[config.mk]
export PLATFORM = sky130hd
export DESIGN_NAME = thermostat_motor_direction_softstart_core
export DESIGN_NICKNAME = d
export VERILOG_FILES = /design/src/rtl/tmsd_pkg.sv /design/src/rtl/thermostat_motor_direction_softstart_core.sv /design/src/rtl/tmsd_cfg_regs.sv /design/src/rtl/tmsd_temp_map.sv /design/src/rtl/tmsd_ctrl.sv
export SDC_FILE = /design/constraint.sdc
export NUM_CORES = 1
export LEC_CHECK = 0
export BUFFER_PORTS_ARGS = -buffer_cell sky130_fd_sc_hd__buf_2
export CELL_PAD_IN_SITES_DETAIL_PLACEMENT = 1
export CELL_PAD_IN_SITES_GLOBAL_PLACEMENT = 1
export CORE_ASPECT_RATIO = 0.9
export CORE_MARGIN = 3
export CORE_UTILIZATION = 25
export DETAILED_ROUTE_END_ITERATION = 10
export GPL_TIMING_DRIVEN = 1
export PLACE_DENSITY = 0.48
export SETUP_SLACK_MARGIN = 0.05
export SYNTH_ARGS = -nofsm -noshare
export SYNTH_HDL_FRONTEND = slang
export SYNTH_SLANG_ARGS = --single-unit
[constraint.sdc]
create_clock -name clk -period 10.6 [get_ports clk]
set_input_delay 1.06 -clock clk [delete_from_list [all_inputs] [get_ports clk]]
set_output_delay 1.06 -clock clk [all_outputs]
set_load 0.01 [all_outputs]
[src/rtl/tmsd_pkg.sv]
// Shared types, codes and constants for the thermostat motor direction soft-start block.
// No dependencies; every other file imports this package.
`default_nettype none

package tmsd_pkg;

	// Fixed field widths
	localparam int ADC_BITS  = 12;
	localparam int CMD_W     = 3;
	localparam int DIR_W     = 2;
	localparam int DUTY_W    = 8;
	localparam int MODE_W    = 2;
	localparam int TEMP_W    = 6;
	localparam int THR_W     = 6;
	localparam int PRE_W     = 16;
	localparam int STEP_W    = 10;
	localparam int TICK_W    = 16;
	localparam int CFG_IDX_W = 2;
	localparam int CFG_DAT_W = 16;

	localparam logic [DUTY_W-1:0] DUTY_MAX = 8'd255;

	// Temperature mapping: clamp, then 15 + floor((1965 - x) / 11).
	// The divide by 11 is a multiply by 373 and a 12-bit shift, exact for 0..495.
	localparam int RAW_W     = 11;
	localparam int DIFF_W    = 9;
	localparam int RECIP_W   = 9;
	localparam int PROD_W    = DIFF_W + RECIP_W;
	localparam int RECIP_SH  = 12;
	localparam logic [RAW_W-1:0]   RAW_COLD_END = 11'd1965;
	localparam logic [RAW_W-1:0]   RAW_HOT_END  = 11'd1470;
	localparam logic [RECIP_W-1:0] RECIP_11     = 9'd373;
	localparam logic [TEMP_W-1:0]  DEG_LOW      = 6'd15;

	// Register reset values
	localparam logic [THR_W-1:0]  COLD_RST = 6'd20;
	localparam logic [THR_W-1:0]  HOT_RST  = 6'd50;
	localparam logic [PRE_W-1:0]  PRE_RST  = 16'd2000;
	localparam logic [STEP_W-1:0] STEP_RST = 10'd58;

	typedef enum logic [CFG_IDX_W-1:0] {
		CFG_COLD = 2'd0,
		CFG_HOT  = 2'd1,
		CFG_PRE  = 2'd2,
		CFG_STEP = 2'd3
	} cfg_idx_t;

	typedef enum logic [CMD_W-1:0] {
		CMD_SAMPLE = 3'd0,
		CMD_TICK   = 3'd1,
		CMD_ON     = 3'd2,
		CMD_OFF    = 3'd3,
		CMD_COLD   = 3'd4,
		CMD_HOT    = 3'd5,
		CMD_GET    = 3'd6
	} cmd_t;

	typedef enum logic [1:0] {
		PH_IDLE = 2'd0,
		PH_PRE  = 2'd1,
		PH_RAMP = 2'd2
	} phase_t;

	// Direction and mode share encodings: off/stopped, clockwise/cold, ccw/hot
	localparam logic [DIR_W-1:0]  DIR_OFF    = 2'd0;
	localparam logic [DIR_W-1:0]  DIR_CW     = 2'd1;
	localparam logic [DIR_W-1:0]  DIR_CCW    = 2'd2;
	localparam logic [MODE_W-1:0] MODE_STOP  = 2'd0;
	localparam logic [MODE_W-1:0] MODE_COLD  = 2'd1;
	localparam logic [MODE_W-1:0] MODE_HOT   = 2'd2;

	typedef struct packed {
		logic [CMD_W-1:0]    cmd;
		logic [ADC_BITS-1:0] adc_sample;
	} in_item_t;

	typedef struct packed {
		logic [DIR_W-1:0]  direction;
		logic [DUTY_W-1:0] duty;
		logic [MODE_W-1:0] mode;
		logic              busy_res;
		logic [TEMP_W-1:0] temperature;
		logic              temp_valid;
	} out_item_t;

	typedef struct packed {
		logic [THR_W-1:0]  cold_threshold;
		logic [THR_W-1:0]  hot_threshold;
		logic [PRE_W-1:0]  pre_ramp_ticks;
		logic [STEP_W-1:0] step_ticks;
	} cfg_regs_t;

endpackage

`default_nettype wire

[src/rtl/thermostat_motor_direction_softstart_core.sv]
// Top level of the thermostat motor drive with direction control and soft start.
// Depends on tmsd_pkg, tmsd_cfg_regs, tmsd_ctrl (which uses tmsd_temp_map).
//
//   channel | signals                          | role
//   --------+----------------------------------+-------------------------------------
//   in      | in_valid, in_stall, in_data      | samples, ticks and host commands
//   out     | out_valid, out_stall, out_data   | one status result per transaction
//   cfg     | cfg_we, cfg_idx, cfg_wdata       | thresholds, pre-delay, step interval
//
// Each transaction is captured in an input register, runs through the combinational
// controller and lands in the result register; one transaction per cycle is sustained
// while the output is not stalled, limited by the single controller state update.
// Reset clears the pipeline valid flags, the drive state and loads register defaults.
// A stalled result holds the result register; the input register keeps taking a
// transaction while it is empty, and stalls only when it is full and cannot advance.
`default_nettype none

module thermostat_motor_direction_softstart_core (
	input  wire logic                           clk,
	input  wire logic                           arst_n,
	input  wire logic                           in_valid,
	output logic                                in_stall,
	input  wire tmsd_pkg::in_item_t             in_data,
	output logic                                out_valid,
	input  wire logic                           out_stall,
	output tmsd_pkg::out_item_t                 out_data,
	input  wire logic                           cfg_we,
	input  wire logic [tmsd_pkg::CFG_IDX_W-1:0] cfg_idx,
	input  wire logic [tmsd_pkg::CFG_DAT_W-1:0] cfg_wdata
);
	import tmsd_pkg::*;

	cfg_regs_t cfg;
	in_item_t  item_s1;
	logic      vld_s1;
	out_item_t res;
	out_item_t res_s2;
	logic      vld_s2;
	logic      adv;
	logic      fire_s1;

	tmsd_cfg_regs u_cfg (
		.clk       (clk),
		.arst_n    (arst_n),
		.cfg_we    (cfg_we),
		.cfg_idx   (cfg_idx),
		.cfg_wdata (cfg_wdata),
		.cfg       (cfg)
	);

	// Result stage can take a new transaction when empty or being drained
	assign adv      = !vld_s2 || !out_stall;
	assign fire_s1  = vld_s1 && adv;
	assign in_stall = vld_s1 && !adv;

	// Input register
	always_ff @(posedge clk or negedge arst_n) begin
		if (!arst_n) begin
			vld_s1 <= 1'b0;
		end else if (!in_stall) begin
			vld_s1 <= in_valid;
		end
	end

	always_ff @(posedge clk) begin
		if (!in_stall && in_valid) begin
			item_s1 <= in_data;
		end
	end

	// Advance drive state only when the transaction moves into the result stage
	tmsd_ctrl u_ctrl (
		.clk    (clk),
		.arst_n (arst_n),
		.upd    (fire_s1),
		.item   (item_s1),
		.cfg    (cfg),
		.res    (res)
	);

	// Result register
	always_ff @(posedge clk or negedge arst_n) begin
		if (!arst_n) begin
			vld_s2 <= 1'b0;
		end else if (adv) begin
			vld_s2 <= vld_s1;
		end
	end

	always_ff @(posedge clk) begin
		if (fire_s1) begin
			res_s2 <= res;
		end
	end

	assign out_valid = vld_s2;
	assign out_data  = res_s2;

endmodule

`default_nettype wire

[src/rtl/tmsd_cfg_regs.sv]
// Configuration register file: thresholds and ramp timing.
// Depends on tmsd_pkg.
`default_nettype none

module tmsd_cfg_regs (
	input  wire logic                           clk,
	input  wire logic                           arst_n,
	input  wire logic                           cfg_we,
	input  wire logic [tmsd_pkg::CFG_IDX_W-1:0] cfg_idx,
	input  wire logic [tmsd_pkg::CFG_DAT_W-1:0] cfg_wdata,
	output tmsd_pkg::cfg_regs_t                 cfg
);
	import tmsd_pkg::*;

	cfg_regs_t cfg_q;

	always_ff @(posedge clk or negedge arst_n) begin
		if (!arst_n) begin
			cfg_q.cold_threshold <= COLD_RST;
			cfg_q.hot_threshold  <= HOT_RST;
			cfg_q.pre_ramp_ticks <= PRE_RST;
			cfg_q.step_ticks     <= STEP_RST;
		end else if (cfg_we) begin
			unique case (cfg_idx_t'(cfg_idx))
				CFG_COLD: cfg_q.cold_threshold <= cfg_wdata[THR_W-1:0];
				CFG_HOT:  cfg_q.hot_threshold  <= cfg_wdata[THR_W-1:0];
				CFG_PRE:  cfg_q.pre_ramp_ticks <= cfg_wdata[PRE_W-1:0];
				CFG_STEP: cfg_q.step_ticks     <= cfg_wdata[STEP_W-1:0];
				default:  cfg_q <= cfg_q;
			endcase
		end
	end

	assign cfg = cfg_q;

endmodule

`default_nettype wire

[src/rtl/tmsd_temp_map.sv]
// Raw converter reading to whole degrees (15..60): clamp and scale.
// Depends on tmsd_pkg.
`default_nettype none

module tmsd_temp_map (
	input  wire logic [tmsd_pkg::ADC_BITS-1:0] adc_sample,
	output logic      [tmsd_pkg::TEMP_W-1:0]   temperature
);
	import tmsd_pkg::*;

	logic [RAW_W-1:0]  x_clamp;
	logic [DIFF_W-1:0] diff;
	logic [PROD_W-1:0] prod;

	always_comb begin
		priority if (adc_sample < ADC_BITS'(RAW_HOT_END)) begin
			x_clamp = RAW_HOT_END;
		end else if (adc_sample > ADC_BITS'(RAW_COLD_END)) begin
			x_clamp = RAW_COLD_END;
		end else begin
			x_clamp = adc_sample[RAW_W-1:0];
		end
	end

	assign diff = DIFF_W'(RAW_COLD_END - x_clamp);
	// floor(diff / 11) through the reciprocal
	assign prod = PROD_W'(diff) * PROD_W'(RECIP_11);
	assign temperature = DEG_LOW + prod[RECIP_SH +: TEMP_W];

endmodule

`default_nettype wire

[src/rtl/tmsd_ctrl.sv]
// Drive controller: mode, direction, soft-start phase, tick counter and duty.
// Depends on tmsd_pkg and tmsd_temp_map.
`default_nettype none

module tmsd_ctrl (
	input  wire logic                 clk,
	input  wire logic                 arst_n,
	input  wire logic                 upd,
	input  wire tmsd_pkg::in_item_t   item,
	input  wire tmsd_pkg::cfg_regs_t  cfg,
	output tmsd_pkg::out_item_t       res
);
	import tmsd_pkg::*;

	logic [MODE_W-1:0] mode_q, mode_d;
	logic [DIR_W-1:0]  dir_q, dir_d;
	logic [DUTY_W-1:0] duty_q, duty_d;
	phase_t            phase_q, phase_d;
	logic [TICK_W-1:0] tick_q, tick_d;

	logic [TEMP_W-1:0] temp;
	logic [TICK_W-1:0] tick_inc;
	logic [STEP_W-1:0] step_eff;
	phase_t            start_phase;

	tmsd_temp_map u_map (
		.adc_sample  (item.adc_sample),
		.temperature (temp)
	);

	assign tick_inc    = tick_q + TICK_W'(1);
	assign step_eff    = (cfg.step_ticks == '0) ? STEP_W'(1) : cfg.step_ticks;
	assign start_phase = (cfg.pre_ramp_ticks == '0) ? PH_RAMP : PH_PRE;

	// Next state
	always_comb begin
		mode_d  = mode_q;
		dir_d   = dir_q;
		duty_d  = duty_q;
		phase_d = phase_q;
		tick_d  = tick_q;
		unique case (cmd_t'(item.cmd))
			CMD_SAMPLE: begin
				if (phase_q == PH_IDLE) begin
					priority if (temp < cfg.cold_threshold && mode_q != MODE_COLD) begin
						mode_d  = MODE_COLD;
						dir_d   = DIR_CW;
						duty_d  = '0;
						tick_d  = '0;
						phase_d = start_phase;
					end else if (temp > cfg.hot_threshold && mode_q != MODE_HOT) begin
						mode_d  = MODE_HOT;
						dir_d   = DIR_CCW;
						duty_d  = '0;
						tick_d  = '0;
						phase_d = start_phase;
					end else if (temp >= cfg.cold_threshold && temp <= cfg.hot_threshold
							&& mode_q != MODE_STOP) begin
						mode_d  = MODE_STOP;
						dir_d   = DIR_OFF;
						duty_d  = '0;
						tick_d  = '0;
					end else begin
						mode_d = mode_q;
					end
				end
			end
			CMD_TICK: begin
				unique case (phase_q)
					PH_PRE: begin
						tick_d = tick_inc;
						if (tick_inc >= cfg.pre_ramp_ticks) begin
							phase_d = PH_RAMP;
							tick_d  = '0;
							duty_d  = '0;
						end
					end
					PH_RAMP: begin
						tick_d = tick_inc;
						if (tick_inc >= TICK_W'(step_eff)) begin
							tick_d = '0;
							if (duty_q < DUTY_MAX) begin
								duty_d = duty_q + DUTY_W'(1);
							end else begin
								phase_d = PH_IDLE;
							end
						end
					end
					default: tick_d = tick_q;
				endcase
			end
			CMD_ON, CMD_OFF: begin
				if (cmd_t'(item.cmd) == CMD_ON) begin
					mode_d = MODE_STOP;
				end
				dir_d   = DIR_OFF;
				duty_d  = '0;
				tick_d  = '0;
				phase_d = PH_IDLE;
			end
			CMD_COLD, CMD_HOT: begin
				mode_d  = (cmd_t'(item.cmd) == CMD_COLD) ? MODE_COLD : MODE_HOT;
				dir_d   = (cmd_t'(item.cmd) == CMD_COLD) ? DIR_CW : DIR_CCW;
				duty_d  = '0;
				tick_d  = '0;
				phase_d = start_phase;
			end
			default: mode_d = mode_q;
		endcase
	end

	// Outputs: status after this transaction
	always_comb begin
		res.direction   = dir_d;
		res.duty        = duty_d;
		res.mode        = mode_d;
		res.busy_res    = (phase_d != PH_IDLE);
		res.temp_valid  = (cmd_t'(item.cmd) == CMD_GET);
		res.temperature = res.temp_valid ? temp : '0;
	end

	always_ff @(posedge clk or negedge arst_n) begin
		if (!arst_n) begin
			mode_q  <= MODE_STOP;
			dir_q   <= DIR_OFF;
			duty_q  <= '0;
			phase_q <= PH_IDLE;
			tick_q  <= '0;
		end else if (upd) begin
			mode_q  <= mode_d;
			dir_q   <= dir_d;
			duty_q  <= duty_d;
			phase_q <= phase_d;
			tick_q  <= tick_d;
		end
	end

endmodule

`default_nettype wire

Word-level counts from Yosys, hierarchy flattened
Cells that the tools add are included.
{ "word_totals": {"reg_bits": 105, "in_bits": 38, "out_inout_bits": 22} }
{ "classes": {"add_sub_neg": 4, "multipliers": 1, "magnitude_cmp": 9, "n_eq_ne": 16, "mux": 41, "reduce_logical": 28} }
{ "ops": {"columns": ["op", "n"], "rows": [
  ["$mux 16", 6],
  ["$mux 8", 7],
  ["$pmux 16 s3", 1],
  ["$mux 2", 17],
  ["$pmux 16 s2", 1],
  ["$pmux 8 s3", 1],
  ["$mul 9x9->18 const B", 1],
  ["$mux 9", 2],
  ["$add 16x1->16 const B", 1],
  ["$ge 16x10->1", 1],
  ["$ge 16x16->1", 1],
  ["$logic_not 16->1", 1],
  ["$pmux 8 s2", 1],
  ["$gt 12x11->1 const B", 1],
  ["$lt 12x11->1 const B", 1],
  ["$pmux 2 s3", 2],
  ["$logic_not 10->1", 1],
  ["$mux 10", 1],
  ["$eq 3x3->1 const B", 3],
  ["$sub 9x9->9 const A", 1],
  ["$add 8x1->8 const B", 1],
  ["$lt 8x8->1 const B", 1],
  ["$pmux 2 s4", 1],
  ["$reduce_and 2->1", 4],
  ["other kinds (24)", 41]
]} }

Logic depth before layout (Yosys ltp)
Gate-level depths: netlist (run 1).
{ "logic_depth": {"depth_word": 14, "ltp_mapped": 38, "depth_no_buf": 36} }

Modules after synthesis
From an unflattened synthesis (run 1), not the netlist that was laid out.
{ "hier_totals": {"cells_unflattened": 851, "area_unflattened_um2": 8430.6} }
{ "modules_own_cells": {"columns": ["mod", "instances", "cells_each", "area_each_um2", "seq_area_each_um2"], "rows": [
  ["tmsd_ctrl", 1, 454, 3562.2, 750.7],
  ["tmsd_temp_map", 1, 273, 2218.4, 0.0],
  ["tmsd_cfg_regs", 1, 81, 1506.4, 969.7],
  ["thermostat_motor_direction_softstart_core", 1, 43, 1143.6, 1101.1]
]} }

Worst setup path after synthesis (run 1)
Ideal clock, no wire load.
{ "synth_path": {"path_kind": "register to register", "start": "register item_s1[5] (netlist bit)", "end": "register res_s2 (netlist bit out_data[10]) (data pin)", "setup_time_ns": 0.257, "t_arrival_ns": 8.290, "t_required_ns": 10.343, "setup_slack_ns": 2.054, "stages_incl_launch_ff": 36, "synth_period_minus_slack_ns": 8.546, "cell_sequence": "edfxtp_1 -> a21oi_1 -> o32ai_1 -> a41oi_1 -> inv_1 -> o21ai_0 -> ha_1 -> o21ai_0 -> nand3_1 -> mux2_2 -> ha_1 -> inv_1 -> fa_1 -> inv_1 -> fa_1 -> inv_1 -> fa_1 -> inv_1 -> ha_1 -> a21o_1 -> a21oi_1 -> a21oi_1 -> or4_1 -> o2bb2ai_1 -> o211ai_1 -> o211ai_1 -> xnor2_1 -> ha_1 -> and4_1 -> a32oi_1 -> o21ai_1 -> a221oi_2 -> o31a_1 -> o21a_1 -> o21ai_0 -> a22o_2"} }
{ "synth_lines": {"columns": ["item", "line_no", "source"], "rows": [
  ["start: declaration", "thermostat_motor_direction_softstart_core.sv:34", "in_item_t item_s1;"],
  ["start signal: assignment", "thermostat_motor_direction_softstart_core.sv:67", "item_s1 <= in_data;"],
  ["end signal: assignment", "thermostat_motor_direction_softstart_core.sv:92", "res_s2 <= res;"],
  ["end: declaration", "thermostat_motor_direction_softstart_core.sv:37", "out_item_t res_s2;"]
]} }

Worst setup path in the final report (run 1)
{ "layout_path": {"start": "register item_s1[5] (netlist bit)", "end": "register u_ctrl.tick_q[4]"} }
{ "layout_between": {"elab_chain_cells": 12, "word_cells_on_any_way": 21, "classes_between": "2 x add/sub; 1 x mul; 6 x order compare; 1 x eq/ne; 6 x mux; 5 x reduce/logical"} }
{ "layout_rtl": {"columns": ["item", "line_no", "source"], "rows": [
  ["$gt 12x11->1", "tmsd_temp_map.sv:18", "end else if (adc_sample > ADC_BITS'(RAW_COLD_END)) begin"],
  ["$mux 9", "tmsd_temp_map.sv:18", null],
  ["$mux 9 *", "tmsd_temp_map.sv:16", "priority if (adc_sample < ADC_BITS'(RAW_HOT_END)) begin"],
  ["$sub 9x9->9 *", "tmsd_temp_map.sv:25", "assign diff = DIFF_W'(RAW_COLD_END - x_clamp);"],
  ["$mul 9x9->18 *", "tmsd_temp_map.sv:27", "assign prod = PROD_W'(diff) * PROD_W'(RECIP_11);"],
  ["$add 4x6->6 *", "tmsd_temp_map.sv:28", "assign temperature = DEG_LOW + prod[RECIP_SH +: TEMP_W];"],
  ["via u_ctrl.temp[5]", "tmsd_ctrl.sv:21", "logic [TEMP_W-1:0] temp;"],
  ["$gt 6x6->1", "tmsd_ctrl.sv:51", "end else if (temp > cfg.hot_threshold && mode_q != MODE_HOT) begin"],
  ["$logic_and 1x1->1", "tmsd_ctrl.sv:51", null],
  ["$mux 16", "tmsd_ctrl.sv:51", null],
  ["$mux 16", "tmsd_ctrl.sv:45", "priority if (temp < cfg.cold_threshold && mode_q != MODE_COLD) begin"],
  ["$mux 16", "tmsd_ctrl.sv:44", "if (phase_q == PH_IDLE) begin"],
  ["$pmux 16 s3", "tmsd_ctrl.sv:42", "unique case (cmd_t'(item.cmd))"],
  ["end signal: assignment", "tmsd_ctrl.sv:134", "tick_q <= tick_d;"],
  ["end: declaration", "tmsd_ctrl.sv:19", "logic [TICK_W-1:0] tick_q, tick_d;"]
]} }
The timed path passes the listed nets; every way through them passes the cells marked *. The select of a mux whose other input is x is not followed.
A chain may end at the register's enable or synchronous reset.

==> run metrics, run 1 <==
outcome finished clean; total standard cell area after synthesis 8130 um2; number of enable flip-flop cells after synthesis 35; Detailed Route Iter0 Violations 241; Final Max Slew Viols 0; unrepaired setup endpoints after global routing no; Worst Hold Class flop to flop; standard-cell row count 62; number of sinks on the clock net 105; worst path required time 10.87 ns; WL per Instance 17.0 um; Yosys cell types 84; Horiz. Die Dim 196 um; worst supply voltage drop on vdd 203 uV; critical path endpoint category flop; total number of vias 6292; number of buffers on the longest clock path 2; final count of hold timing violations 0; RD Place Congestion 0.768; vertical die dimension 177 um; level count of the clock H-tree 3; TritonCTS clock tree built; maximum net fanout on the critical path 26; Setup Fix Bufs, Post-CTS 0; proportion of register bits with asynchronous set or reset after synthesis 66.7%; Worst-Margin Slew 0.994 ns; final HPWL from detailed placement 17.4 mm; number of cells upsized or downsized after cts 0; total wire length 22.3 mm; number of maximum-capacitance violations 0; kind of cell adding the most delay to the critical path compound AO/OA/AOI/OAI gates; Reg2Reg Setup Slack 1.05 ns; post-CTS clock slew at the launch and capture registers of the worst setup and hold paths 0.08 ns; share of cells above drive strength 1 17.4%; effective utilization at floorplan 25.4%; Area Overhead vs Synth 12.6%; average instance area after synthesis 9.62 um2; hold-fix buffer count after cts 0; worst-case hold slack 0.488 ns; critical path startpoint category flop; cell count after synthesis 845; area of all placed cells without fillers 9160 um2; share of the clock period used by the worst path 90.1%; all-layer global routing usage 13.2%; most frequently used flop master after synthesis sky130_fd_sc_hd__dfrtp_1; crit path setup slack, layout 1.05 ns; Yosys warnings 0; worst skew pair latency 0.37 ns; total power per unit cell area 292 nW/um2; data arrival time of the critical path 9.82 ns; proportion of synthesized chip area in sequential cells 34.7%; initial antenna violation count 0; Min Clock Period, post-route 9.55 ns; top-level port count 60; pre-CTS setup slack 0.740 ns; Area after DPL 8870 um2; number of inserted filler cells in the final layout 3735; worst-path cell with the longest stage delay sky130_fd_sc_hd__a221oi_2; f_max 105 MHz; TritonCTS buffer count 9; sum of overflow across all layers after global routing 0; Design Power 2.68 mW; vias in the first global route 6419; setup TNS after final layout 0 ns; clock tree root driver cell sky130_fd_sc_hd__clkbuf_16; wire length of the first global-routing pass 36.4 mm; kind of critical path flop to flop; net count after synthesis 991; Slew HR 33.7%; combined buffer and inverter count along the critical path 5; average via count per standard cell 4.78; Total Nets Final 1041; ANT nets after route 0; area of the die 34700 um2; pin count of the biggest net entering global routing 71; total iterations of the first detailed-routing run 4; Antenna diodes 0; DRC viols 0; number of I/O port buffers 59; Core Region 32000 um2; number of setup violations in the final report 0; clock skew 0.0138 ns; post-synthesis sequential element count 105; leakage power total 4.15 nW; biggest cell delay along the critical path 0.54 ns
-- synth_stat cells, drive strengths merged, types with 4 or more instances --
cell type	n	area (um2)
a31oi	14	87.6
a32oi	4	35.0
a21o	9	68.8
nand2	59	221
buf	7	52.5
o21ai	47	239
o31a	4	35.0
o2bb2ai	5	43.8
mux2	36	405
or3	6	37.5
a211o	4	36.3
o211a	4	40.0
mux2i	6	60.1
xor2	5	43.8
nand4	7	43.8
edfxtp	35	1050
dfstp	15	394
nor2	34	128
dfrtp	55	1380
o211ai	8	60.1
o31ai	9	67.6
inv	121	454
clkbuf	16	61.3
nand3	36	195
nor4	7	43.8
nor2b	6	37.5
nor3b	4	30.0
nand3b	4	30.0
and3	11	71.3
xnor2	20	175
o21a	6	45.0
o21bai	5	37.5
nor3	12	60.1
fa	24	480
ha	84	1050
a21oi	36	184
a22oi	5	37.5
and2	8	53.8
or2	6	37.5
and4	5	43.8
nand2b	13	81.3
-- placed cells by master (no fill, tap or decap), types with 6 or more instances in the layout --
master	count
sky130_fd_sc_hd__a21o_1	8
sky130_fd_sc_hd__a21oi_1	35
sky130_fd_sc_hd__a31oi_1	14
sky130_fd_sc_hd__and2_1	6
sky130_fd_sc_hd__and3_1	9
sky130_fd_sc_hd__buf_2	58
sky130_fd_sc_hd__clkbuf_16	9
sky130_fd_sc_hd__dfrtp_1	55
sky130_fd_sc_hd__dfstp_2	15
sky130_fd_sc_hd__edfxtp_1	35
sky130_fd_sc_hd__fa_1	24
sky130_fd_sc_hd__ha_1	84
sky130_fd_sc_hd__inv_1	120
sky130_fd_sc_hd__mux2_2	36
sky130_fd_sc_hd__mux2i_1	6
sky130_fd_sc_hd__nand2_1	59
sky130_fd_sc_hd__nand2b_1	13
sky130_fd_sc_hd__nand3_1	33
sky130_fd_sc_hd__nand4_1	7
sky130_fd_sc_hd__nor2_1	34
sky130_fd_sc_hd__nor2b_1	6
sky130_fd_sc_hd__nor3_1	12
sky130_fd_sc_hd__nor4_1	7
sky130_fd_sc_hd__o211ai_1	8
sky130_fd_sc_hd__o21a_1	6
sky130_fd_sc_hd__o21ai_0	44
sky130_fd_sc_hd__o31ai_1	9
sky130_fd_sc_hd__or3_1	6
sky130_fd_sc_hd__xnor2_1	20
-- state kept, by name, summed over array words and instances (netlist names) --
name	cells
u_ctrl.duty_q	8
u_ctrl.dir_q	2
out_valid	1
u_ctrl.tick_q	16
u_ctrl.phase_q	2
u_ctrl.mode_q	2
u_cfg.cfg	38
out_data	20
vld_s1	1
item_s1	15
-- final timing paths --
kind,from,end,depth (start not counted)
max in group asynchronous,arst_n,u_ctrl.dir_q[0],1
hold reg to reg,vld_s1,out_valid,1
setup / recovery,item_s1[5],u_ctrl.tick_q[4],35
min in group asynchronous,arst_n,u_cfg.cfg[24],1
setup reg to reg,item_s1[5],u_ctrl.tick_q[4],35
hold / removal,vld_s1,out_valid,1
-- per-stage QoR --
stage	std cells	util, %
after global routing	1316	28.6
after floorplan	845	-
after detailed placement	1300	27.7
after CTS	1316	28.6
final	1316	28.6
after global placement	1300	27.7
-- area by class of cell --
cell class / count / area, um2 / area share [%]
Sequential cell: 105 / 2820 / 30.8
Clock buffer: 9 / 225 / 2.46
Tap cell: 416 / 520 / 5.68
Clock inverter: 7 / 61.3 / 0.670
Inverter: 121 / 454 / 4.96
Multi-Input combinational cell: 596 / 4750 / 51.9
Timing Repair Buffer: 62 / 320 / 3.50
-- report_power, final --
part           switching, mW  internal, mW
clock network          0.172         0.164
registers             0.0520         0.491
logic                   1.07         0.727
total                   1.30          1.38
-- logic make-up after synthesis --
kind of cell,after synthesis,share of synthesized area (%)
AOI/OAI and AO/OA,195,16.4
adders and majority gates,108,18.8
xor gates and xnor gates,25,2.69
buffers and inverters,144,6.99
DFF,105,34.7
and+or+nand+nor,226,14.6
muxes,42,5.72
-- layer usage --
metal | wire length, um | vias to the layer above | GRT usage [%]
li1 | - | 3116 | -
met1 | 11600 | 3127 | 19.2
met2 | 10200 | 37 | 20.9
met3 | 377 | 12 | 2.04
met4 | 167 | 0 | 2.35
met5 | 0 | - | 0
No activity file was read; power rests on OpenSTA's default activity.
==> inputs of run 2 (changes only) <==
--- a/config.mk
+++ b/config.mk
@@ -6,14 +6,13 @@
 export NUM_CORES = 1
 export LEC_CHECK = 0
 export BUFFER_PORTS_ARGS = -buffer_cell sky130_fd_sc_hd__buf_2
-export CELL_PAD_IN_SITES_DETAIL_PLACEMENT = 1
-export CELL_PAD_IN_SITES_GLOBAL_PLACEMENT = 1
 export CORE_ASPECT_RATIO = 0.9
 export CORE_MARGIN = 3
 export CORE_UTILIZATION = 25
 export DETAILED_ROUTE_END_ITERATION = 10
 export GPL_TIMING_DRIVEN = 1
-export PLACE_DENSITY = 0.48
+export PLACE_DENSITY = 0.4
+export RECOVER_POWER = 50
 export SETUP_SLACK_MARGIN = 0.05
 export SYNTH_ARGS = -nofsm -noshare
 export SYNTH_HDL_FRONTEND = slang
==> run metrics, run 2 (same netlist as run 1, synthesis figures left out) <==
final HPWL from detailed placement 16.3 mm (-5.9%); critical path endpoint category flop; worst path required time 10.86 ns (about the same); Total Nets Final 1042 (+0.096%); share of cells above drive strength 1 16.3% (-1.1 points); total wire length 20.9 mm (-6.4%); number of buffers on the longest clock path 2 (unchanged); flip-flop count of the largest register after layout 38 (unchanged); standard-cell row count 62 (unchanged); Area Overhead vs Synth 12.3%; worst skew pair latency 0.35 ns (-0.02 ns); most common cell after layout, fill and taps aside sky130_fd_sc_hd__inv_1; TritonCTS buffer count 9 (unchanged); average via count per standard cell 4.67 (-2.3%); ANT nets after route 0 (unchanged); worst-path cell with the longest stage delay sky130_fd_sc_hd__o41ai_1; effective utilization at floorplan 25.4% (unchanged); most common cell type on the critical path sky130_fd_sc_hd__ha_1; f_max 104 MHz (-0.73%); clock skew 0.0176 ns (+0.00384 ns); area of all placed cells without fillers 9140 um2 (-0.23%); initial antenna violation count 0 (unchanged); data arrival time of the critical path 9.88 ns (+0.06 ns); RD Place Congestion 0.819 (+6.6%); worst supply voltage drop on vdd 237 uV (+17%); post-route non-filler standard cell count 1317 (+0.076%); final count of hold timing violations 0 (unchanged); DRC viols 0 (unchanged); share of the clock period used by the worst path 90.7% (+0.66 points); crit path setup slack, layout 0.981 ns (-0.0700 ns); Worst-Margin Slew 2.14 ns (+1.15 ns); WL per Instance 15.9 um (-6.5%); area taken by multi-input logic gates 4750 um2 (about the same); pre-CTS setup slack 0.822 ns (+0.0814 ns); Setup Fix Bufs, Post-CTS 0 (unchanged); maximum net fanout on the critical path 26 (unchanged); combined buffer and inverter count along the critical path 5 (unchanged); area of the die 34700 um2 (unchanged); Reg2Reg Setup Slack 0.98 ns (-0.07 ns); biggest cell delay along the critical path 0.65 ns (+0.11 ns); Area after DPL 8870 um2 (about the same); commonest non-fill, non-tap cells in the layout sky130_fd_sc_hd__inv_1 (120), sky130_fd_sc_hd__ha_1 (84), sky130_fd_sc_hd__nand2_1 (59), sky130_fd_sc_hd__dfrtp_1 (55), sky130_fd_sc_hd__buf_2 (52); Detailed Route Iter0 Violations 361 (+50%); top-level port count 60 (unchanged); all-layer global routing usage 12.2% (-0.95 points); wire length of the first global-routing pass 34.1 mm (-6.4%); Min Clock Period, post-route 9.62 ns (+0.0700 ns); total power per unit cell area 288 nW/um2 (-1.7%); number of maximum-capacitance violations 2 (+2); total iterations of the first detailed-routing run 4 (unchanged); post-CTS clock slew at the launch and capture registers of the worst setup and hold paths 0.08 ns (about the same); number of sinks on the clock net 105 (unchanged); setup TNS after final layout 0 ns (unchanged); total number of vias 6149 (-2.3%); unrepaired setup endpoints after global routing no; leakage power total 4.11 nW (-0.82%); Slew HR -42.8% (-77 points); number of inserted filler cells in the final layout 3423 (-8.4%); count of placed standard cells including taps 1301 (+0.077%); vias in the first global route 6163 (-4.0%); failing checks capacitance limit, slew limit; worst-case hold slack 0.502 ns (+0.0141 ns); kind of critical path flop to flop; sum of overflow across all layers after global routing 0 (unchanged); Final Max Slew Viols 73 (+73); outcome complete, but fails checks; number of I/O port buffers 59 (unchanged); critical path startpoint category flop; Core Region 32000 um2 (unchanged); kind of cell adding the most delay to the critical path compound AO/OA/AOI/OAI gates; sequential cell area 2820 um2 (unchanged); vertical die dimension 177 um (unchanged); level count of the clock H-tree 3 (unchanged); Worst Hold Class flop to flop; pin count of the biggest net entering global routing 38 (-46%); Antenna diodes 0 (unchanged); clock tree root driver cell sky130_fd_sc_hd__clkbuf_16; hold-fix buffer count after cts 0 (unchanged); Horiz. Die Dim 196 um (unchanged); TritonCTS clock tree built; number of setup violations in the final report 0 (unchanged)
run 2: cell count changes in the layout (fill, tap and decap cells not counted), moves of 2 or more:
cell                         before  now
sky130_fd_sc_hd__clkbuf_1         0    9
sky130_fd_sc_hd__buf_2           58   52
sky130_fd_sc_hd__buf_4            4    2
sky130_fd_sc_hd__clkinvlp_4       1    3
run 2: final cells by class:
| cell class | instances | share of cell area (%) |
|---|---|---|
| inverters | 121 | 4.97 |
| multi-input cells | 596 | 52.0 |
| well taps | 416 | 5.70 |
| flip-flops and latches | 105 | 30.9 |
| repair buffers | 63 | 3.38 |
| clock inverters | 7 | 0.603 |
| clock buffers | 9 | 2.47 |
run 2: worst paths after layout:
check,startpoint,end,cells past startpoint
max reg2reg,item_s1[5],u_ctrl.tick_q[11],36
max in group asynchronous,arst_n,u_ctrl.dir_q[1],2
min,vld_s1,out_valid,1
max,item_s1[5],u_ctrl.tick_q[11],36
min reg2reg,vld_s1,out_valid,1
min in group asynchronous,arst_n,u_cfg.cfg[25],1
run 2: metal layers:
layer,vias up,share of wire (%),GRT usage [%],routed length (um)
met2,65,45,19.4,9500
met1,2949,51,17.8,10700
met5,-,0,0,0
met4,0,1.0,2.52,215
li1,3119,-,-,-
met3,16,2.4,1.75,502
run 2: what timing repair did:
action	in CTS	in global routing
endpoints found under the setup margin	0	8
hold endpoints to repair	0	0
resized for setup	0	1
run 2: power breakdown:
group | switching [mW] | internal, mW | leakage, nW
logic | 1.04 | 0.716 | 2.78
clock network | 0.164 | 0.161 | 0.127
registers | 0.0505 | 0.491 | 1.20
run 2: per-stage QoR:
step	util, %	total power, mW
floorplan	-	1.88
global placement	27.8	2.31
detailed placement	27.8	2.32
CTS	28.6	2.67
global route	28.6	2.97
finish	28.6	2.63
